### config.mk
export PLATFORM = sky130hd
export DESIGN_NAME = round_robin_run_queue
export DESIGN_NICKNAME = d
export VERILOG_FILES = /design/src/rtl/rrq_pkg.sv /design/src/rtl/round_robin_run_queue.sv
export SDC_FILE = /design/constraint.sdc
export NUM_CORES = 2
export LEC_CHECK = 0
export ABC_AREA = 1
export ABC_CLOCK_PERIOD_IN_PS = 6580
export BUFFER_PORTS_ARGS = -buffer_cell sky130_fd_sc_hd__clkbuf_2
export CORE_ASPECT_RATIO = 0.75
export CORE_MARGIN = 4
export CORE_UTILIZATION = 24
export CTS_CLUSTER_DIAMETER = 150
export DETAILED_ROUTE_END_ITERATION = 6
export SLEW_MARGIN = 20
export SYNTH_ARGS = -nofsm -noshare
export SYNTH_HDL_FRONTEND = slang
export SYNTH_SLANG_ARGS = --single-unit
### constraint.sdc
create_clock -name clock -period 6.58 [get_ports clock]
set_input_delay 0.987 -clock clock [delete_from_list [all_inputs] [get_ports clock]]
set_output_delay 0.987 -clock clock [all_outputs]
set_load 0.01 [all_outputs]
### src/rtl/rrq_pkg.sv
// ----------------------------------------------------------------------------
// rrq_pkg
// Types and constants for the round-robin run queue.
// ----------------------------------------------------------------------------
package rrq_pkg;

   localparam int NUM_PROCS_DEFAULT = 64;
   localparam int PROC_W            = 6;
   localparam int SLICE_W           = 8;
   localparam int COUNT_W           = 7;
   localparam int MAX_IDS           = 2 ** PROC_W;

   localparam logic [SLICE_W-1:0] MAX_SLICE_RESET = 8'd5;

   typedef enum logic [1:0] {
      CMD_ENQUEUE = 2'd0,
      CMD_DEQUEUE = 2'd1,
      CMD_PICK    = 2'd2,
      CMD_TICK    = 2'd3
   } cmd_type;

   typedef enum logic [1:0] {
      STATUS_OK         = 2'd0,
      STATUS_QUEUED     = 2'd1,
      STATUS_NOT_QUEUED = 2'd2
   } status_type;

   typedef struct packed {
      cmd_type             command;
      logic [PROC_W-1:0]   proc_id;
      logic [SLICE_W-1:0]  slice_in;
   } req_type;

   typedef struct packed {
      logic [PROC_W-1:0]   picked_id;
      logic                picked_valid;
      logic [SLICE_W-1:0]  slice_now;
      logic                resched;
      status_type          status;
      logic [COUNT_W-1:0]  queued_count;
   } rsp_type;

endpackage

### src/rtl/round_robin_run_queue.sv
// A request is registered in s1_ff, its response in rsp_ff. Throughput:
// one command per cycle unless the response stalls; link and slice memories
// are read at transfer, written at execution, with a bypass between them.
// Reset: synchronous, empties the queue, marks every slice as zero and sets
// max_slice to 5, all in the reset cycle.
// ----------------------------------------------------------------------------
// round_robin_run_queue
// Doubly linked run queue of process numbers with a time-slice per process.
// ----------------------------------------------------------------------------
module round_robin_run_queue #(
   parameter int NUM_PROCS = rrq_pkg::NUM_PROCS_DEFAULT
) (
   input  logic                          clock,
   input  logic                          reset,
   input  logic                          req_valid,
   output logic                          req_ready,
   input  rrq_pkg::req_type              req_data,
   output logic                          rsp_valid,
   input  logic                          rsp_ready,
   output rrq_pkg::rsp_type              rsp_data,
   input  logic                          csr_valid,
   output logic                          csr_ready,
   input  logic [rrq_pkg::SLICE_W-1:0]   csr_wdata
);
   import rrq_pkg::*;

   localparam int DEPTH = (NUM_PROCS < MAX_IDS) ? NUM_PROCS : MAX_IDS;
   localparam int IDX_W = $clog2(DEPTH);

   logic [IDX_W-1:0]   next_link_mem [DEPTH];
   logic [IDX_W-1:0]   prev_link_mem [DEPTH];
   logic [SLICE_W-1:0] slice_mem     [DEPTH];

   logic [DEPTH-1:0]   in_queue_ff, in_queue_in;
   logic [DEPTH-1:0]   slice_valid_ff, slice_valid_in;
   logic [IDX_W-1:0]   head_ff, head_in;
   logic [IDX_W-1:0]   tail_ff, tail_in;
   logic [COUNT_W-1:0] count_ff, count_in;
   logic [SLICE_W-1:0] max_slice_ff;

   req_type            s1_ff;
   logic               s1_valid_ff, s1_valid_in;
   rsp_type            rsp_ff, rsp_in;
   logic               rsp_valid_ff, rsp_valid_in;

   logic [IDX_W-1:0]   nl_rd_ff, nl_fwd_ff, pl_rd_ff, pl_fwd_ff;
   logic [SLICE_W-1:0] sl_rd_ff, sl_fwd_ff;
   logic               nl_hit_ff, pl_hit_ff, sl_hit_ff;

   logic               nl_we, pl_we, sl_we;
   logic [IDX_W-1:0]   nl_wa, nl_wd, pl_wa, pl_wd, sl_wa;
   logic [SLICE_W-1:0] sl_wd;

   logic               req_fire, s1_go;
   logic [IDX_W-1:0]   req_idx, p_idx, nx, pv;
   logic               ok_id, queued;
   logic [SLICE_W-1:0] slice_cur, slice_clamp, slice_dec;
   logic [COUNT_W-1:0] count_dec;

   assign csr_ready = 1'b1;
   assign s1_go     = s1_valid_ff && (!rsp_valid_ff || rsp_ready);
   assign req_ready = !s1_valid_ff || s1_go;
   assign req_fire  = req_valid && req_ready;
   assign req_idx   = req_data.proc_id[IDX_W-1:0];

   assign rsp_valid = rsp_valid_ff;
   assign rsp_data  = rsp_ff;

   assign p_idx     = s1_ff.proc_id[IDX_W-1:0];
   assign ok_id     = 32'(s1_ff.proc_id) < NUM_PROCS;
   assign queued    = ok_id && in_queue_ff[p_idx];
   assign nx        = nl_hit_ff ? nl_fwd_ff : nl_rd_ff;
   assign pv        = pl_hit_ff ? pl_fwd_ff : pl_rd_ff;
   assign slice_cur = slice_valid_ff[p_idx] ? (sl_hit_ff ? sl_fwd_ff : sl_rd_ff)
                                            : '0;
   assign slice_clamp = (s1_ff.slice_in == '0 || s1_ff.slice_in > max_slice_ff)
                        ? max_slice_ff : s1_ff.slice_in;
   assign slice_dec   = (slice_cur != '0) ? slice_cur - 1'b1 : '0;
   assign count_dec   = count_ff - 1'b1;

   // command execution
   always_comb begin
      in_queue_in    = in_queue_ff;
      slice_valid_in = slice_valid_ff;
      head_in        = head_ff;
      tail_in        = tail_ff;
      count_in       = count_ff;
      nl_we = 1'b0;  nl_wa = tail_ff;  nl_wd = p_idx;
      pl_we = 1'b0;  pl_wa = p_idx;    pl_wd = tail_ff;
      sl_we = 1'b0;  sl_wa = p_idx;    sl_wd = slice_clamp;
      rsp_in = '0;
      rsp_in.status = STATUS_OK;
      case (s1_ff.command)
         CMD_ENQUEUE: begin
            if (!ok_id || queued) begin
               rsp_in.status    = STATUS_QUEUED;
               rsp_in.slice_now = ok_id ? slice_cur : '0;
            end else begin
               sl_we = 1'b1;
               slice_valid_in[p_idx] = 1'b1;
               if (count_ff == '0) begin
                  head_in = p_idx;
               end else begin
                  nl_we = 1'b1;
               end
               pl_we    = 1'b1;
               tail_in  = p_idx;
               in_queue_in[p_idx] = 1'b1;
               count_in = count_ff + 1'b1;
               rsp_in.slice_now = slice_clamp;
            end
         end
         CMD_DEQUEUE: begin
            if (!queued) begin
               rsp_in.status = STATUS_NOT_QUEUED;
            end else begin
               if (p_idx == head_ff) begin
                  head_in = nx;
               end else begin
                  nl_we = 1'b1;
                  nl_wa = pv;
                  nl_wd = nx;
               end
               if (p_idx == tail_ff) begin
                  tail_in = pv;
               end else begin
                  pl_we = 1'b1;
                  pl_wa = nx;
                  pl_wd = pv;
               end
               in_queue_in[p_idx] = 1'b0;
               count_in = count_dec;
               if (count_dec == '0) begin
                  head_in = '0;
                  tail_in = '0;
               end
            end
         end
         CMD_PICK: begin
            if (count_ff != '0) begin
               rsp_in.picked_id    = PROC_W'(head_ff);
               rsp_in.picked_valid = 1'b1;
            end
         end
         CMD_TICK: begin
            if (ok_id) begin
               sl_we = 1'b1;
               sl_wd = slice_dec;
               slice_valid_in[p_idx] = 1'b1;
               rsp_in.slice_now = slice_dec;
               rsp_in.resched   = (slice_dec == '0);
            end
         end
         default: begin
            rsp_in = '0;
         end
      endcase
      rsp_in.queued_count = count_in;
      if (!s1_go) begin
         nl_we = 1'b0;
         pl_we = 1'b0;
         sl_we = 1'b0;
      end
   end

   always_comb begin
      s1_valid_in  = req_fire || (s1_valid_ff && !s1_go);
      rsp_valid_in = s1_go || (rsp_valid_ff && !rsp_ready);
   end

   // link and slice memories
   always_ff @(posedge clock) begin
      if (nl_we) begin
         next_link_mem[nl_wa] <= nl_wd;
      end
      if (pl_we) begin
         prev_link_mem[pl_wa] <= pl_wd;
      end
      if (sl_we) begin
         slice_mem[sl_wa] <= sl_wd;
      end
      if (req_fire) begin
         nl_rd_ff <= next_link_mem[req_idx];
         pl_rd_ff <= prev_link_mem[req_idx];
         sl_rd_ff <= slice_mem[req_idx];
      end
   end

   // bypass of the write made in the same cycle as the read
   always_ff @(posedge clock) begin
      if (req_fire) begin
         nl_hit_ff <= nl_we && (nl_wa == req_idx);
         pl_hit_ff <= pl_we && (pl_wa == req_idx);
         sl_hit_ff <= sl_we && (sl_wa == req_idx);
         nl_fwd_ff <= nl_wd;
         pl_fwd_ff <= pl_wd;
         sl_fwd_ff <= sl_wd;
         s1_ff     <= req_data;
      end
      if (s1_go) begin
         rsp_ff <= rsp_in;
      end
   end

   always_ff @(posedge clock) begin
      if (reset) begin
         in_queue_ff    <= '0;
         slice_valid_ff <= '0;
         head_ff        <= '0;
         tail_ff        <= '0;
         count_ff       <= '0;
         s1_valid_ff    <= 1'b0;
         rsp_valid_ff   <= 1'b0;
         max_slice_ff   <= MAX_SLICE_RESET;
      end else begin
         s1_valid_ff  <= s1_valid_in;
         rsp_valid_ff <= rsp_valid_in;
         if (s1_go) begin
            in_queue_ff    <= in_queue_in;
            slice_valid_ff <= slice_valid_in;
            head_ff        <= head_in;
            tail_ff        <= tail_in;
            count_ff       <= count_in;
         end
         if (csr_valid && csr_ready) begin
            max_slice_ff <= csr_wdata;
         end
      end
   end

`ifndef ASSERT_OFF
   a_count_range: assert property (@(posedge clock) disable iff (reset)
      32'(count_ff) <= DEPTH)
      else $error("queue count above depth");

   a_count_matches: assert property (@(posedge clock) disable iff (reset)
      $countones(in_queue_ff) == 32'(count_ff))
      else $error("queue count differs from queued flags");

   a_empty_ptrs: assert property (@(posedge clock) disable iff (reset)
      count_ff == '0 |-> head_ff == '0 && tail_ff == '0)
      else $error("empty queue with nonzero head or tail");

   a_pick_nonempty: assert property (@(posedge clock) disable iff (reset)
      rsp_valid_ff && rsp_ff.picked_valid |-> rsp_ff.queued_count != '0)
      else $error("pick reported on empty queue");
`endif

endmodule

==> metrics.md <==
| Metric | Value |
|---|---|
| Total power | 20.89 mW |
| Syn avg cell area | 11.37 um^2 |
| Hold buffer count at CTS | 0 |
| Clock insertion delay at the later pin of the skew report | 0.81 ns |
| Core area | 260900 um^2 |
| WP data required | a little under 7 ns |
| Setup WS pre-CTS | 1.705 ns |
| First-pass iteration count of the detailed router | 7 |
| Crit path launch type | flip-flop |
| DPL Wire Length | 108300 um |
| Die area | roughly 270000 um^2 |
| Post-synth EDFFs | 1364 |
| Synth unique cells | 48 |
| Hold Crit Class | input pin to flip-flop |
| Drc violations | 1 |
| Setup crit end kind | flip-flop |
| Cells on Worst Hold Path | 1 |
| Max Fanout on Critical Path | 23 |
| Worst slew margin | 18.25% |
| R2R depth | 15 |
| Num CTS Buffers | 149 |
| I/O pins | 57 |
| Worst Tran Pin Value | about 1.2 ns |
| Failing checks | design-rule violations |
| Placed cell count | 8790 |
| Mapped cell area | 63140 um^2 |
| Top cell type's share of synthesized area | 64.87% |
| Max cap viols | 0 |
| Via/cell ratio | 4.942 |
| Tmin final | 5.040 ns |
| Status | finished with violations |
| Setup bufs post-CTS | 0 |
| Worst vdd ir | 0.1721 mV |
| Die height | 452.2 um |
| Vias | 44710 |
| Synth Instances | 5553 |
| Clk_skew | between 0.08 and 0.09 ns |
| Largest net degree at the start of global routing | 225 |
| Area Overhead vs Synth | 14.19% |
| Post-CTS resize count | 0 |
| DRT Wirelength | 182200 um |
| Maximum clock frequency | approximately 200 MHz |
| Sequential cell area fraction in the yosys report | 69.84% |
| Final setup viols | 0 |
| Layout cells sized above 1 | roughly 8.7% |
| Routed Antenna Nets | 0 |
| Most numerous cell in the Yosys netlist | edfxtp_1 |
| Fin. max-slew vios | 0 |
| Hold path startpoint | req_data[15] |
| GRT overflow | 0 |
| Initial drt markers | 6104 |
| Arr. time, crit path | roughly 5.4 ns |
| I/O Buffers | 55 |
| Final setup TNS | 0 ns |
| CTS root buf | clkbuf_16 |
| Drt wl/cell | 20.14 um |
| Synth area leader | edfxtp_1 |
| CTS Buffer Depth | 4 |
| Initial Util | 24.21% |
| FP Rows | 162 |
| PwrDens | 289.7 nW/um^2 |
| Total GRT Usage | 12.83% |
| PnR worst setup slack | around 1.5 ns |
| Gpl congestion | ~0.9 |
| CTS sink count | 1521 |
| CP startpoint | p_idx[1] |
| Initial antenna violation count | 0 |
| Synth Flop Type | edfxtp_1 |
| Worst r2r src | p_idx[1] |
| Flip-flop and latch count after synthesis | between 1500 and 2000 |
| H-tree levels | 4 |
| First-pass GRT wire length | 271300 um |
| Syn Nets | ~5600 |
| Synth warn | 0 |
| Final Hold Vio Count | 0 |
| Fraction of registers with async set/reset | 0% |
| Total leakage power | 22.73 nW |
| Layout Cells excl Fill | 9046 |
| CTS tree | done |
| Top cells by area, synth | edfxtp_1 65%, o21ai_0 7.3%, nor2_1 6.4%, dfxtp_1 5.0%, o22ai_1 3.5% |
| Setup repair after global routing missed its margin | no |
| Clock Pin Slew Worst Setup and Hold Paths | 0.07 ns |
| Chip Width | 600.3 um |
| WS Path Type | flip-flop to flip-flop |
| Vias in the first global route | 41840 |
| Top post-synthesis cells by count | 1364 x edfxtp_1, 1074 x nor2_1, 921 x o21ai_0 |
| Final period util | 76.60% |
| Final #Nets | approximately 5500 |
## placed cells by master, fill, tap and decap left out, types with 151 or more instances in the layout
master	instances
nor2_1	1072
edfxtp_1	1364
a21oi_1	182
o22ai_1	354
clkbuf_16	151
inv_1	220
o21ai_0	900
nand2_1	357
nand3_1	159
dfxtp_1	157
## worst max-delay path, stage by stage, from the launching register on
cell	delay, ns
edfxtp_1	0.67
inv_2	0.17
nor2_4	0.41
o21ai_1	0.15
o21ai_1	0.15
o21ai_0	0.11
nand2_1	0.11
nor2_2	0.05
nand2_4	0.27
nand2_1	0.53
buf_4	0.37
o21ai_1	0.39
inv_1	0.11
nor2_1	0.19
nand2_2	0.35
nor2_1	0.55
## state kept, by name (all words and copies together) (netlist names), 8 cells and up, named ones only
signal,count
max_slice_ff,8
next_link_mem,384
prev_link_mem,384
sl_rd_ff,8
s1_ff,10
slice_mem,512
sl_fwd_ff,8
rsp_data,25
slice_valid_ff,64
## cell type report
cell class              count  area (um^2)
flip-flops and latches   1521        44100
diodes                      1        2.502
multi-input cells        3395        16780
repair buffers            189         1410
clock buffers             189         3961
inverters                 241        923.4
fillers                 26600       188800
well taps                3444         4309
clock inverters            66        616.8
## path summary, 6_finish.rpt
kind	to	slack [ns]
worst max register to register	next_link_mem[38][0]	1.54
worst min register to register	flip-flop	0.45
worst max-delay path	next_link_mem[38][0]	1.54
worst min-delay path	s1_ff[15]	0.36
## layer usage
metal	vias to the layer above	track usage (%)	wire, um
met4	0	3.221	4429
li1	20020	-	-
met1	22060	19.25	81650
met2	2330	18.45	76790
met5	-	0	0
met3	296	3.018	19280
## cell families after synthesis
group	synth area share [%]
XOR/XNOR	0.2219
multiplexers	0.2200
AO/OA/AOI/OAI	14.32
buffers and inverters	4.086
other	0.005939
adder cells (fa/ha/maj)	0.3368
AND/OR/NAND/NOR	10.97
flip-flops	69.84
## power breakdown
part           internal (mW)  total (mW)  switching (mW)  leakage [nW]
clock network           4.66        8.35            3.68          2.24
registers               10.8        10.8          0.0332          13.7
logic                  0.368        1.72            1.36          6.78
## through the flow
stage          hold slack [ns]  util (%)  instance area, um^2
5_1_grt                 0.3140     27.64                72100
2_1_floorplan           0.4206         -                63140
4_1_cts                 0.2932     27.63                72080
3_3_place_gp            0.4385     25.86                67460
6_report                0.3565     27.64                72100
3_5_place_dp            0.4408     25.87                67500
No activity file was read; power rests on OpenSTA's default activity.
